--- src/design/debounced_toggle_blink_alarm_core_macros.svh ---
// Assertion macros shared by the RTL; empty when SYNTH is defined.
`ifndef DEBOUNCED_TOGGLE_BLINK_ALARM_CORE_MACROS_SVH
`define DEBOUNCED_TOGGLE_BLINK_ALARM_CORE_MACROS_SVH

`ifndef SYNTH

// Same-cycle implication
`define DTBA_ASSERT_SAME(label, clk, rst, ante, cons, msg) \
   label: assert property (@(posedge clk) disable iff (rst) (ante) |-> (cons)) \
      else $error(msg);

// Next-cycle implication
`define DTBA_ASSERT_NEXT(label, clk, rst, ante, cons, msg) \
   label: assert property (@(posedge clk) disable iff (rst) (ante) |=> (cons)) \
      else $error(msg);

`else

`define DTBA_ASSERT_SAME(label, clk, rst, ante, cons, msg)
`define DTBA_ASSERT_NEXT(label, clk, rst, ante, cons, msg)

`endif

`endif

--- src/design/dtba_pkg.sv ---
package dtba_pkg;

   localparam int unsigned TIME_WIDTH      = 32;
   localparam int unsigned COUNT_WIDTH     = 32;
   localparam int unsigned SAMPLE_WIDTH    = 13;
   localparam int unsigned DEBOUNCE_WIDTH  = 16;
   localparam int unsigned THRESHOLD_WIDTH = 12;
   localparam int unsigned CSR_DATA_WIDTH  = 16;
   localparam int unsigned CSR_INDEX_WIDTH = 3;

   localparam int unsigned BLINK_PERIOD_MS_DEFAULT = 1000;

   // Register indexes
   localparam logic [CSR_INDEX_WIDTH-1:0] CSR_BLOCK_ENABLED     = 3'd0;
   localparam logic [CSR_INDEX_WIDTH-1:0] CSR_BUTTON_ACTIVE_LOW = 3'd1;
   localparam logic [CSR_INDEX_WIDTH-1:0] CSR_DEBOUNCE_TIME_MS  = 3'd2;
   localparam logic [CSR_INDEX_WIDTH-1:0] CSR_ALARM_THRESHOLD   = 3'd3;
   localparam logic [CSR_INDEX_WIDTH-1:0] CSR_BUTTON_IN_USE     = 3'd4;
   localparam logic [CSR_INDEX_WIDTH-1:0] CSR_LED_IN_USE        = 3'd5;
   localparam logic [CSR_INDEX_WIDTH-1:0] CSR_SENSOR_IN_USE     = 3'd6;

   // Transaction modes
   localparam logic MODE_POLL  = 1'b0;
   localparam logic MODE_CLEAR = 1'b1;

   typedef struct packed {
      logic                           mode;
      logic [TIME_WIDTH-1:0]          time_ms;
      logic                           button_level;
      logic signed [SAMPLE_WIDTH-1:0] sensor_sample;
   } item_type;

   typedef struct packed {
      logic                       block_enabled;
      logic                       button_active_low;
      logic [DEBOUNCE_WIDTH-1:0]  debounce_time_ms;
      logic [THRESHOLD_WIDTH-1:0] alarm_threshold;
      logic                       button_in_use;
      logic                       led_in_use;
      logic                       sensor_in_use;
   } cfg_type;

   typedef struct packed {
      logic                   relay_on;
      logic                   led_on;
      logic                   alarm_on;
      logic [COUNT_WIDTH-1:0] press_total;
   } status_type;

endpackage

--- src/design/dtba_req_if.sv ---
interface dtba_req_if;
   logic                                    valid;
   logic                                    ready;
   logic                                    mode;
   logic [dtba_pkg::TIME_WIDTH-1:0]         time_ms;
   logic                                    button_level;
   logic signed [dtba_pkg::SAMPLE_WIDTH-1:0] sensor_sample;

   modport source (output valid, mode, time_ms, button_level, sensor_sample,
                   input ready);
   modport sink   (input valid, mode, time_ms, button_level, sensor_sample,
                   output ready);
endinterface

--- src/design/dtba_rsp_if.sv ---
interface dtba_rsp_if;
   logic                             valid;
   logic                             ready;
   logic                             relay_on;
   logic                             led_on;
   logic                             alarm_on;
   logic [dtba_pkg::COUNT_WIDTH-1:0] press_total;

   modport source (output valid, relay_on, led_on, alarm_on, press_total,
                   input ready);
   modport sink   (input valid, relay_on, led_on, alarm_on, press_total,
                   output ready);
endinterface

--- src/design/dtba_csr.sv ---
module dtba_csr (
   input  logic                                  clock,
   input  logic                                  reset,
   input  logic                                  csr_we,
   input  logic [dtba_pkg::CSR_INDEX_WIDTH-1:0]  csr_index,
   input  logic [dtba_pkg::CSR_DATA_WIDTH-1:0]   csr_wdata,
   output dtba_pkg::cfg_type                     cfg,
   output logic                                  forget
);

   dtba_pkg::cfg_type cfg_ff, cfg_in;
   logic              hit;

   always_comb begin
      cfg_in = cfg_ff;
      hit    = 1'b0;
      if (csr_we) begin
         hit = 1'b1;
         case (csr_index)
            dtba_pkg::CSR_BLOCK_ENABLED:     cfg_in.block_enabled     = csr_wdata[0];
            dtba_pkg::CSR_BUTTON_ACTIVE_LOW: cfg_in.button_active_low = csr_wdata[0];
            dtba_pkg::CSR_DEBOUNCE_TIME_MS:
               cfg_in.debounce_time_ms = csr_wdata[dtba_pkg::DEBOUNCE_WIDTH-1:0];
            dtba_pkg::CSR_ALARM_THRESHOLD:
               cfg_in.alarm_threshold = csr_wdata[dtba_pkg::THRESHOLD_WIDTH-1:0];
            dtba_pkg::CSR_BUTTON_IN_USE:     cfg_in.button_in_use     = csr_wdata[0];
            dtba_pkg::CSR_LED_IN_USE:        cfg_in.led_in_use        = csr_wdata[0];
            dtba_pkg::CSR_SENSOR_IN_USE:     cfg_in.sensor_in_use     = csr_wdata[0];
            default:                         hit = 1'b0;
         endcase
      end
   end

   always_ff @(posedge clock) begin
      if (reset) begin
         cfg_ff.block_enabled     <= 1'b0;
         cfg_ff.button_active_low <= 1'b1;
         cfg_ff.debounce_time_ms  <= dtba_pkg::DEBOUNCE_WIDTH'(50);
         cfg_ff.alarm_threshold   <= '0;
         cfg_ff.button_in_use     <= 1'b0;
         cfg_ff.led_in_use        <= 1'b0;
         cfg_ff.sensor_in_use     <= 1'b0;
      end else begin
         cfg_ff <= cfg_in;
      end
   end

   assign cfg    = cfg_ff;
   // a write to a known register drops the debounce history
   assign forget = hit;

endmodule

--- src/design/dtba_step.sv ---
module dtba_step #(
   parameter int unsigned BLINK_PERIOD_MS = dtba_pkg::BLINK_PERIOD_MS_DEFAULT
) (
   input  logic                 clock,
   input  logic                 reset,
   input  logic                 advance,
   input  dtba_pkg::item_type   item,
   input  dtba_pkg::cfg_type    cfg,
   input  logic                 forget,
   output dtba_pkg::status_type status
);

   localparam int unsigned TW = dtba_pkg::TIME_WIDTH;

   logic                           raw_known_ff, raw_known_in;
   logic                           raw_prev_ff, raw_prev_in;
   logic [TW-1:0]                  edge_time_ff, edge_time_in;
   logic                           settled_known_ff, settled_known_in;
   logic                           settled_level_ff, settled_level_in;
   logic [TW-1:0]                  blink_time_ff, blink_time_in;
   logic                           blink_phase_ff, blink_phase_in;
   logic                           led_level_ff, led_level_in;
   logic                           relay_state_ff, relay_state_in;
   logic                           alarm_state_ff, alarm_state_in;
   logic [dtba_pkg::COUNT_WIDTH-1:0] press_counter_ff, press_counter_in;

   logic [TW-1:0] since_edge;
   logic [TW-1:0] since_blink;
   logic          pressed;
   logic          sample_ok;

   assign since_edge  = item.time_ms - edge_time_ff;
   assign since_blink = item.time_ms - blink_time_ff;
   assign pressed     = cfg.button_active_low ? ~item.button_level : item.button_level;
   assign sample_ok   = ~item.sensor_sample[dtba_pkg::SAMPLE_WIDTH-1] &&
      (item.sensor_sample[dtba_pkg::THRESHOLD_WIDTH-1:0] >= cfg.alarm_threshold);

   always_comb begin
      raw_known_in     = raw_known_ff;
      raw_prev_in      = raw_prev_ff;
      edge_time_in     = edge_time_ff;
      settled_known_in = settled_known_ff;
      settled_level_in = settled_level_ff;
      blink_time_in    = blink_time_ff;
      blink_phase_in   = blink_phase_ff;
      led_level_in     = led_level_ff;
      relay_state_in   = relay_state_ff;
      alarm_state_in   = alarm_state_ff;
      press_counter_in = press_counter_ff;

      if (forget) begin
         raw_known_in     = 1'b0;
         settled_known_in = 1'b0;
      end else if (advance) begin
         if (item.mode == dtba_pkg::MODE_CLEAR) begin
            relay_state_in   = 1'b0;
            alarm_state_in   = 1'b0;
            press_counter_in = '0;
            blink_phase_in   = 1'b0;
            raw_known_in     = 1'b0;
            settled_known_in = 1'b0;
         end else if (cfg.block_enabled) begin
            if (cfg.button_in_use) begin
               if (!raw_known_ff || item.button_level != raw_prev_ff) begin
                  raw_known_in = 1'b1;
                  raw_prev_in  = item.button_level;
                  edge_time_in = item.time_ms;
               end else if (since_edge >= TW'(cfg.debounce_time_ms) &&
                            (!settled_known_ff ||
                             item.button_level != settled_level_ff)) begin
                  settled_known_in = 1'b1;
                  settled_level_in = item.button_level;
                  // first settled level is only a baseline
                  if (settled_known_ff && pressed) begin
                     press_counter_in = press_counter_ff + 1'b1;
                     relay_state_in   = ~relay_state_ff;
                  end
               end
            end

            if (cfg.led_in_use) begin
               if (relay_state_in) begin
                  led_level_in = 1'b1;
               end else if (since_blink >= TW'(BLINK_PERIOD_MS)) begin
                  blink_time_in  = item.time_ms;
                  blink_phase_in = ~blink_phase_ff;
                  led_level_in   = ~blink_phase_ff;
               end
            end

            if (cfg.sensor_in_use) begin
               alarm_state_in = sample_ok;
            end
         end
      end
   end

   always_ff @(posedge clock) begin
      if (reset) begin
         raw_known_ff     <= 1'b0;
         raw_prev_ff      <= 1'b0;
         edge_time_ff     <= '0;
         settled_known_ff <= 1'b0;
         settled_level_ff <= 1'b0;
         blink_time_ff    <= '0;
         blink_phase_ff   <= 1'b0;
         led_level_ff     <= 1'b0;
         relay_state_ff   <= 1'b0;
         alarm_state_ff   <= 1'b0;
         press_counter_ff <= '0;
      end else begin
         raw_known_ff     <= raw_known_in;
         raw_prev_ff      <= raw_prev_in;
         edge_time_ff     <= edge_time_in;
         settled_known_ff <= settled_known_in;
         settled_level_ff <= settled_level_in;
         blink_time_ff    <= blink_time_in;
         blink_phase_ff   <= blink_phase_in;
         led_level_ff     <= led_level_in;
         relay_state_ff   <= relay_state_in;
         alarm_state_ff   <= alarm_state_in;
         press_counter_ff <= press_counter_in;
      end
   end

   assign status.relay_on    = relay_state_ff;
   assign status.led_on      = led_level_ff;
   assign status.alarm_on    = alarm_state_ff;
   assign status.press_total = press_counter_ff;

endmodule

--- src/design/debounced_toggle_blink_alarm_core.sv ---
// Channel   Dir  Handshake       Payload
// req_if    in   valid / ready   mode, time_ms, button_level, sensor_sample
// rsp_if    out  valid / ready   relay_on, led_on, alarm_on, press_total
// csr_*     in   csr_we          csr_index, csr_wdata (write only)
//
// One transaction per cycle sustained while rsp_if.ready stays high; after the request
// handshake a transaction passes the input register, then the state/result register,
// and rsp_if.valid rises once it lands in the state/result register.
// The state registers are the result register: a transaction moves into them
// only when the previous result has been taken or is being taken.
// A stalled rsp_if backs up into req_if.ready once the input register is full.
// Reset is synchronous and restores state, configuration and valid flags.
`include "debounced_toggle_blink_alarm_core_macros.svh"

module debounced_toggle_blink_alarm_core #(
   parameter int unsigned BLINK_PERIOD_MS = dtba_pkg::BLINK_PERIOD_MS_DEFAULT
) (
   input  logic                                 clock,
   input  logic                                 reset,
   dtba_req_if.sink                             req_if,
   dtba_rsp_if.source                           rsp_if,
   input  logic                                 csr_we,
   input  logic [dtba_pkg::CSR_INDEX_WIDTH-1:0] csr_index,
   input  logic [dtba_pkg::CSR_DATA_WIDTH-1:0]  csr_wdata
);

   logic                 in_valid_ff, in_valid_in;
   dtba_pkg::item_type   in_item_ff, in_item_in;
   logic                 rsp_valid_ff, rsp_valid_in;
   logic                 out_free;
   logic                 advance;
   logic                 take;
   dtba_pkg::cfg_type    cfg;
   logic                 forget;
   dtba_pkg::status_type status;

   assign out_free     = ~rsp_valid_ff | rsp_if.ready;
   assign advance      = in_valid_ff & out_free;
   assign req_if.ready = ~in_valid_ff | out_free;
   assign take         = req_if.valid & req_if.ready;

   always_comb begin
      in_valid_in = take | (in_valid_ff & ~advance);
      in_item_in  = in_item_ff;
      if (take) begin
         in_item_in.mode          = req_if.mode;
         in_item_in.time_ms       = req_if.time_ms;
         in_item_in.button_level  = req_if.button_level;
         in_item_in.sensor_sample = req_if.sensor_sample;
      end
      rsp_valid_in = advance | (rsp_valid_ff & ~rsp_if.ready);
   end

   always_ff @(posedge clock) begin
      if (reset) begin
         in_valid_ff  <= 1'b0;
         rsp_valid_ff <= 1'b0;
      end else begin
         in_valid_ff  <= in_valid_in;
         rsp_valid_ff <= rsp_valid_in;
      end
      in_item_ff <= in_item_in;
   end

   dtba_csr u_csr (
      .clock     (clock),
      .reset     (reset),
      .csr_we    (csr_we),
      .csr_index (csr_index),
      .csr_wdata (csr_wdata),
      .cfg       (cfg),
      .forget    (forget)
   );

   dtba_step #(
      .BLINK_PERIOD_MS (BLINK_PERIOD_MS)
   ) u_step (
      .clock   (clock),
      .reset   (reset),
      .advance (advance),
      .item    (in_item_ff),
      .cfg     (cfg),
      .forget  (forget),
      .status  (status)
   );

   assign rsp_if.valid       = rsp_valid_ff;
   assign rsp_if.relay_on    = status.relay_on;
   assign rsp_if.led_on      = status.led_on;
   assign rsp_if.alarm_on    = status.alarm_on;
   assign rsp_if.press_total = status.press_total;

   // A clear transaction leaves relay, alarm and count at zero unless a known register is written alongside it
   `DTBA_ASSERT_NEXT(a_clear_zeroes, clock, reset, advance && in_item_ff.mode == dtba_pkg::MODE_CLEAR, !rsp_if.relay_on && !rsp_if.alarm_on && rsp_if.press_total == '0, "clear did not zero state")

   // Result state holds while no transaction moves into it
   `DTBA_ASSERT_NEXT(a_hold_idle, clock, reset, !advance, $stable(rsp_if.press_total) && $stable(rsp_if.relay_on), "state changed without a transaction")

   // A counted press always toggles the relay
   `DTBA_ASSERT_SAME(a_press_toggles, clock, reset, !$past(reset) && rsp_if.press_total != $past(rsp_if.press_total) && rsp_if.press_total != '0, rsp_if.relay_on != $past(rsp_if.relay_on), "press without relay toggle")

   // Every moved transaction produces a pending result
   `DTBA_ASSERT_NEXT(a_result_pending, clock, reset, advance, rsp_if.valid, "result lost")

endmodule

--- src/flat_wrapper.sv ---
// flat-port wrapper written by rule: the top's interface ports become plain ports
module debounced_toggle_blink_alarm_core_flat 
#(
   parameter int unsigned BLINK_PERIOD_MS = dtba_pkg::BLINK_PERIOD_MS_DEFAULT
)
  (clock, reset, csr_we, csr_index, csr_wdata, req_if_valid, req_if_mode, req_if_time_ms, req_if_button_level, req_if_sensor_sample, req_if_ready, rsp_if_valid, rsp_if_relay_on, rsp_if_led_on, rsp_if_alarm_on, rsp_if_press_total, rsp_if_ready);
  dtba_req_if req_if_i ();
  dtba_rsp_if rsp_if_i ();
  input  logic clock;
  input  logic reset;
  input  logic csr_we;
  input  logic [dtba_pkg::CSR_INDEX_WIDTH-1:0] csr_index;
  input  logic [dtba_pkg::CSR_DATA_WIDTH-1:0] csr_wdata;
  input wire logic [$bits(req_if_i.valid)-1:0] req_if_valid;
  input wire logic [$bits(req_if_i.mode)-1:0] req_if_mode;
  input wire logic [$bits(req_if_i.time_ms)-1:0] req_if_time_ms;
  input wire logic [$bits(req_if_i.button_level)-1:0] req_if_button_level;
  input wire logic [$bits(req_if_i.sensor_sample)-1:0] req_if_sensor_sample;
  output wire logic [$bits(req_if_i.ready)-1:0] req_if_ready;
  output wire logic [$bits(rsp_if_i.valid)-1:0] rsp_if_valid;
  output wire logic [$bits(rsp_if_i.relay_on)-1:0] rsp_if_relay_on;
  output wire logic [$bits(rsp_if_i.led_on)-1:0] rsp_if_led_on;
  output wire logic [$bits(rsp_if_i.alarm_on)-1:0] rsp_if_alarm_on;
  output wire logic [$bits(rsp_if_i.press_total)-1:0] rsp_if_press_total;
  input wire logic [$bits(rsp_if_i.ready)-1:0] rsp_if_ready;
  assign req_if_i.valid = req_if_valid;
  assign req_if_i.mode = req_if_mode;
  assign req_if_i.time_ms = req_if_time_ms;
  assign req_if_i.button_level = req_if_button_level;
  assign req_if_i.sensor_sample = req_if_sensor_sample;
  assign req_if_ready = req_if_i.ready;
  assign rsp_if_valid = rsp_if_i.valid;
  assign rsp_if_relay_on = rsp_if_i.relay_on;
  assign rsp_if_led_on = rsp_if_i.led_on;
  assign rsp_if_alarm_on = rsp_if_i.alarm_on;
  assign rsp_if_press_total = rsp_if_i.press_total;
  assign rsp_if_i.ready = rsp_if_ready;
  debounced_toggle_blink_alarm_core #(.BLINK_PERIOD_MS(BLINK_PERIOD_MS)) u_core (.clock(clock), .reset(reset), .req_if(req_if_i), .rsp_if(rsp_if_i), .csr_we(csr_we), .csr_index(csr_index), .csr_wdata(csr_wdata));
endmodule
--- config.mk ---
export PLATFORM = sky130hd
export DESIGN_NAME = debounced_toggle_blink_alarm_core_flat
export DESIGN_NICKNAME = d
export VERILOG_FILES = /design/src/design/dtba_pkg.sv /design/src/design/dtba_req_if.sv /design/src/design/dtba_rsp_if.sv /design/src/design/dtba_csr.sv /design/src/design/dtba_step.sv /design/src/design/debounced_toggle_blink_alarm_core.sv /design/src/flat_wrapper.sv
export VERILOG_INCLUDE_DIRS = /design/src /design/src/design
export SDC_FILE = /design/constraint.sdc
export NUM_CORES = 1
export LEC_CHECK = 0
export ABC_AREA = 1
export ABC_CLOCK_PERIOD_IN_PS = 5900
export BUFFER_PORTS_ARGS = -buffer_cell sky130_fd_sc_hd__buf_2
export CAP_MARGIN = 0
export CORE_MARGIN = 3
export CORE_UTILIZATION = 30
export CTS_CLUSTER_SIZE = 40
export DETAILED_ROUTE_END_ITERATION = 10
export GPL_TIMING_DRIVEN = 1
export PLACE_DENSITY_LB_ADDON = 0.25
export SLEW_MARGIN = 20
export SYNTH_ARGS = -nofsm -noshare
export SYNTH_HDL_FRONTEND = slang
export SYNTH_SLANG_ARGS = --single-unit
--- constraint.sdc ---
create_clock -name clock -period 5.9 [get_ports clock]
set_input_delay 0.885 -clock clock [delete_from_list [all_inputs] [get_ports clock]]
set_output_delay 0.885 -clock clock [all_outputs]
set_load 0.03 [all_outputs]
# Word-level counts from Yosys, hierarchy flattened
# Index checks and enable logic that the tools add are counted.
[op_classes] add_sub_neg=3 n_bitwise=20 mux=37 n_eq_ne=10 n_lt_le_gt_ge=3 reduce_logical=36
[ops] op="32-bit two-way mux" count=6
[ops] op="32-bit subtractor" count=2
[ops] op="32-bit by 1-bit adder with 32-bit output (second input constant)" count=1
[ops] op="32-bit by 10-bit >= comparator with 1-bit output (second input constant)" count=1
[ops] op="32-bit by 16-bit >= comparator with 1-bit output" count=1
[ops] op="1-bit two-way mux" count=31
[ops] op="7-bit AND reduction" count=3
[ops] op="6-bit AND reduction" count=3
[ops] op="2-bit nonzero test" count=9
[ops] op="2-bit AND reduction" count=7
[ops] op="12-bit >= comparator" count=1
[ops] op="1-bit inverter" count=12
[ops] op="3-bit equality test (second input constant)" count=3
[ops] op="4-bit AND reduction" count=2
[ops] op="7-bit OR reduction" count=1
[ops] op="3-bit by 2-bit equality test with 1-bit output (second input constant)" count=2
[ops] op="5-bit AND reduction" count=1
[ops] op="1-bit AND" count=4
[ops] op="2-bit by 1-bit != test with 1-bit output (second input constant)" count=2
[ops] op="1-bit OR" count=4
[ops] op="3-bit by 1-bit equality test with 1-bit output (second input constant)" count=1
[ops] op="1-bit logical AND" count=3
[ops] op="3-bit logical NOT" count=1
[ops] op="3-bit AND reduction" count=1
[ops] op="4 further kinds" count=7
[word_totals] word_cells=133 out_inout_bits=37 register_bits=186 in_bits=71

# Logic depth before layout (Yosys ltp)
[depth] depth_word=15 ltp_mapped=30 ltp_nobuf=29

# Cells and area by module
# A second synthesis with hierarchy kept.
[unflattened] cells_unflattened=2097 hier_area_um2=13807.0
[modules_own_cells] module="dtba_step" area_per_inst_um2=10887.9 n_inst=1 seq_area_each_um2=2082.0 cells_each=1831
[modules_own_cells] module="debounced_toggle_blink_alarm_core" area_per_inst_um2=1502.7 n_inst=1 seq_area_each_um2=1451.4 cells_each=59
[modules_own_cells] module="dtba_csr" area_per_inst_um2=1416.4 n_inst=1 seq_area_each_um2=660.6 cells_each=207

# Worst setup path after synthesis
# No wires, ideal clock.
[synth_timing] path_type="flip-flop to flip-flop" startpoint="register u_core.in_item_ff[16] (netlist bit)" endpoint="register u_core.u_step.blink_time_ff[28]" n_path_buf=2 path_slack_ps=2626 setup_time_ps=113 t_arrival_ps=3161 t_required_ps=5787 path_stages_with_launch=28 synth_period_minus_slack_ps=3274 cell_sequence="edfxtp_1 ha_1 buf_2 nand2_1 nor2_1 nand2_1 nand3_1 nand2_1 nand2_1 xor2_1 ha_1 a21oi_1 nor2_1 a211oi_1 nand2_1 nor2_1 nand2_1 nor2_1 nand2_1 nor2_1 nand2_2 nand4_1 nand2_2 nor2_8 buf_6 nand2_1 nand2_1 nor2_1"
[synth_between] elab_chain_cells=12 word_cells_on_any_way=14 classes_between="add/sub: 2; order compare: 2; mux: 7; bitwise: 1; reduce/logical: 2"
[synth_rtl] element="start, declared" line_no="debounced_toggle_blink_alarm_core.sv:28" rtl="dtba_pkg::item_type in_item_ff, in_item_in;"
[synth_rtl] element="start signal, assigned" line_no="debounced_toggle_blink_alarm_core.sv:62" rtl="in_item_ff <= in_item_in;"
[synth_rtl] element="32-bit subtractor" line_no="dtba_step.sv:32" rtl="assign since_edge = item.time_ms - edge_time_ff;"
[synth_rtl] element="32-bit by 16-bit >= comparator with 1-bit output" line_no="dtba_step.sv:68" rtl="end else if (since_edge >= TW'(cfg.debounce_time_ms) &&"
[synth_rtl] element="1-bit logical AND" line_no="dtba_step.sv:68"
[synth_rtl] element="1-bit two-way mux" line_no="dtba_step.sv:68"
[synth_rtl] element="1-bit two-way mux" line_no="dtba_step.sv:64" rtl="if (!raw_known_ff || item.button_level != raw_prev_ff) begin"
[synth_rtl] element="1-bit two-way mux" line_no="dtba_step.sv:63" rtl="if (cfg.button_in_use) begin"
[synth_rtl] element="1-bit two-way mux" line_no="dtba_step.sv:62" rtl="end else if (cfg.block_enabled) begin"
[synth_rtl] element="1-bit two-way mux" line_no="dtba_step.sv:55" rtl="if (item.mode == dtba_pkg::MODE_CLEAR) begin"
[synth_rtl] element="1-bit two-way mux" line_no="dtba_step.sv:54" rtl="end else if (advance) begin"
[synth_rtl] element="1-bit two-way mux" line_no="dtba_step.sv:51" rtl="if (forget) begin"
[synth_rtl] element="1-bit inverter (no source line)"
[synth_rtl] element="7-bit AND reduction (no source line) (*)"
[synth_rtl] element="end signal, assigned" line_no="dtba_step.sv:117" rtl="blink_time_ff <= blink_time_in;"
[synth_rtl] element="end, declared" line_no="dtba_step.sv:20" rtl="logic [TW-1:0] blink_time_ff, blink_time_in;"
# Mark *: on every way between the ends. The rest lies on a longest branch, timed or not. The select of a mux whose other input is x is not followed.
# A chain may end at the register's enable or synchronous reset.

# Worst setup path in the final report
[layout_timing] startpoint="register u_core.in_item_ff[23] (netlist bit)" endpoint="register u_core.u_step.blink_time_ff[26]"
# Same word-level chain as after synthesis.

==> reports/qor.csv <==
metric,value,unit
slowest_stage,nor2_8,
tightest_slew,850,ps
num_vias,12500,
synth_top_family_by_area,simple AND/OR/NAND/NOR gates,
total_power,2.92,mW
syn_area,13100,um^2
grtUsageMet2,27.0,%
hold_viol_final,0,
holdPathEnd,u_core.u_step.edge_time_ff[20],
min_from,u_core.u_step.edge_time_ff[20],
grt_pass1_vias,12100,
cts_setup_buffers,0,
totalWireLength,37.3,mm
cts_tree,built,
grt_usage,16.2,%
wl_per_cell,13.6,um
yosysSeqAreaShare,32.0,%
hp-class,reg -> reg,
crit_family,simple AND/OR/NAND/NOR gates,
cap_violations,0,
slew_viol_final,0,
cellPowerDensity,198,nW/um^2
max_freq,236,MHz
crit_type,reg -> reg,
die-area,46200,um^2
synth_fp_nets,2224,
synth_cell_types,37,
cts_max_level,4,
synthAdderAreaFrac,9.00,%
cts.sinks,186,
nets,2315,
root_buffer,clkbuf_16,
synth-xor-area-share,2.88,%
grt_use_met1,21.7,%
ir_worst_vdd,0.186,mV
layout_setup_ws,1670,ps
synth-compound-area-share,10.3,%
critPathCaptureType,flip-flop,
grt-busiest-layer,met2,
synth_seq_cells,186,
clkTransAtPathRegs,70,ps
leakage,6.94,nW
min_period,4230,ps
dieHeight,215,um
syn_avg_cell_area,6.36,um^2
synth_cells,2060,
area_delta_synth_final,12.2,%
dp_hpwl,29.3,mm
drt-initial-drc-count,737,
seqCellArea,4190,um^2
finClkSkew,12.1,ps
antenna_found_initial,0,
fillers,4704,
num_io_pins,108,
antenna_cells,0,
place_congestion,0.945,
r2r_cells,24,
cts_resized,0,
grt_max_degree,65,
post_dp_cell_area,14200,um^2
start_util,30.8,%
cp_num_buf_inv,0,
rsz0062_at_grt,false,
worstPathArrival,4570,ps
r2r-end,u_core.u_step.blink_time_ff[26],
outcome,"complete, no violations",
finalSetupTns,0,ps
layout-drive-gt1-share,7.30,%
fp-row-count,75,
synthSimpleGateAreaFrac,33.2,%
clock_path_buffers,2,
numCtsBuffers,17,
grtUsageMet3,2.12,%
finalInstanceArea,14700,um^2
drcViolationCount,0,
r2r_slack,1670,ps
port_buffers,107,
crit_top_cell,nand2_1,
hold_path_depth,2,
finalSetupViolCount,0,
firstDrtPassIters,8,
rr_startpoint,u_core.in_item_ff[23],
pre_cts_ws,1750,ps
grt_remaining_overflow,0,
crit_required,6240,ps
ant_nets,0,
synth_mux_area_share,0,%
core_area,42500,um^2
hold_buffers,0,
multi_input_area,7260,um^2
yosys_warnings,0,
die_w,215,um
startpoint_type,flip-flop,
via_per_inst,4.56,
min_period_over_period,71.7,%
grt_pass1_wl,60.8,mm
crit_chain,ha_1 -> nand2_1 -> nor2_1 -> and3_1 -> nand2_1 -> nand2_1 -> xor2_1 -> ha_1 -> nand2_1 -> nor2_1 -> a211oi_1 -> nand2_1 -> nor2_1 -> nand2_1 -> nor2_1 -> nand2_1 -> nor2_1 -> nand2_2 -> nand4_1 -> nand2_2 -> nor2_8 -> nand2_1 -> nand2_1 -> nor2_1,
slowest_delay,640,ps
relSlewSlack,43.3,%
clk_latency,450,ps
worst-path-max-fanout,64,
[cell type report]
| type | instances | area share [%] |
|---|---|---|
| sequential | 186 | 28.5 |
| tap | 577 | 4.91 |
| inverter | 377 | 9.65 |
| clock inverter | 8 | 0.426 |
| multi-input combinational | 1458 | 49.4 |
| clock buffer | 24 | 3.24 |
| timing repair buffer | 111 | 3.85 |
[flip-flops by register name, summed over array words and instances (netlist names), 32 cells and up]
signal and flops:
u_core.u_csr.cfg 33, u_core.in_item_ff 47, u_core.u_step.blink_time_ff 32, u_core.u_step.press_counter_ff 32
u_core.u_step.edge_time_ff 32
[cells in the mapped netlist (all sizes together)]
library cell	instances	share of area, %
nand2	644	19
inv	377	11
nor2	246	7.2
a21oi	155	5.9
dfxtp	139	21
ha	91	8.7
nand3	84	3.2
o21ai	83	3.2
edfxtp	47	11
nor3	33	1.3
xor2	32	2.1
nand4	26	1.2
clkbuf	24	0.69
buf	15	1.0
nand3b	13	0.75
xnor2	11	0.74
o21bai	8	0.46
nor4	7	0.33
and2	4	0.19
o211ai	4	0.23
o21a	4	0.23
a211oi	3	0.17
and3	2	0.096
fa	2	0.31
nor3b	2	0.11
or2	2	0.096
a21boi	1	0.057
o31a	1	0.067
[how the worst max path moves through the flow]
| stage | cells after the start | slack (ps) | start | endpoint |
|---|---|---|---|---|
| final | 24 | 1670 | u_core.in_item_ff[23] | u_core.u_step.blink_time_ff[26] |
| after global routing | 25 | 1130 | u_core.in_item_ff[17] | u_core.u_step.blink_time_ff[13] |
| after CTS | 25 | 1710 | u_core.in_item_ff[18] | u_core.u_step.blink_time_ff[25] |
| after detailed placement | 25 | 1750 | u_core.in_item_ff[18] | u_core.u_step.blink_time_ff[25] |
| after global placement | 25 | 1820 | u_core.in_item_ff[18] | u_core.u_step.blink_time_ff[3] |
| after floorplan | 27 | 2630 | u_core.in_item_ff[16] | u_core.u_step.blink_time_ff[28] |
[report_power, final]
group	internal (mW)	switching [mW]
logic	0.166	0.308
registers	1.34	0.0243
clock network	0.571	0.510
total	2.07	0.842
[layout by cell type, fill, tap and decap left out, types with 3 or more instances in the layout]
master     Yosys  routed
nand2_1      637     636
inv_1        376     374
nor2_1       242     242
a21oi_1      155     155
dfxtp_1      139     139
buf_2          1     107
ha_1          91      91
nand3_1       84      84
o21ai_0       83      83
edfxtp_1      47      47
xor2_1        32      32
nor3_1        31      31
nand4_1       26      26
clkbuf_16      0      17
nand3b_1      13      13
xnor2_1       11      11
o21bai_1       8       8
nand2_2        6       7
nor4_1         7       7
and2_1         4       4
o21a_1         4       4
o211ai_1       4       4
clkbuf_1      24       4
buf_4          1       4
nor2_2         3       3
a211oi_1       3       3
inv_4          1       3
[per-stage QoR]
step                std cells  utilization (%)  hold WS [ps]
floorplan                2060                -           435
global placement         2709             33.3           447
detailed placement       2709             33.3           451
CTS                      2741             34.6           463
global route             2741             34.6           482
finish                   2741             34.6           461
[worst min-delay path, cell delays in order, from the launching register on]
cell	delay, ps
dfxtp_1	300
inv_1	60
a21oi_1	60
[routing by layer]
layer | routed length (um) | vias up
li1 | - | 6602
met1 | 18500 | 5606
met2 | 16800 | 235
met3 | 1090 | 50
met4 | 877 | 0
met5 | 0 | -
[cell families after synthesis]
kind of cell,after synthesis
adder cells (fa/ha/maj),93
buffers and inverters,416
XOR/XNOR,43
flip-flops,186
AO/OA/AOI/OAI,259
AND/OR/NAND/NOR,1063
(Power assumes the default switching activity.)
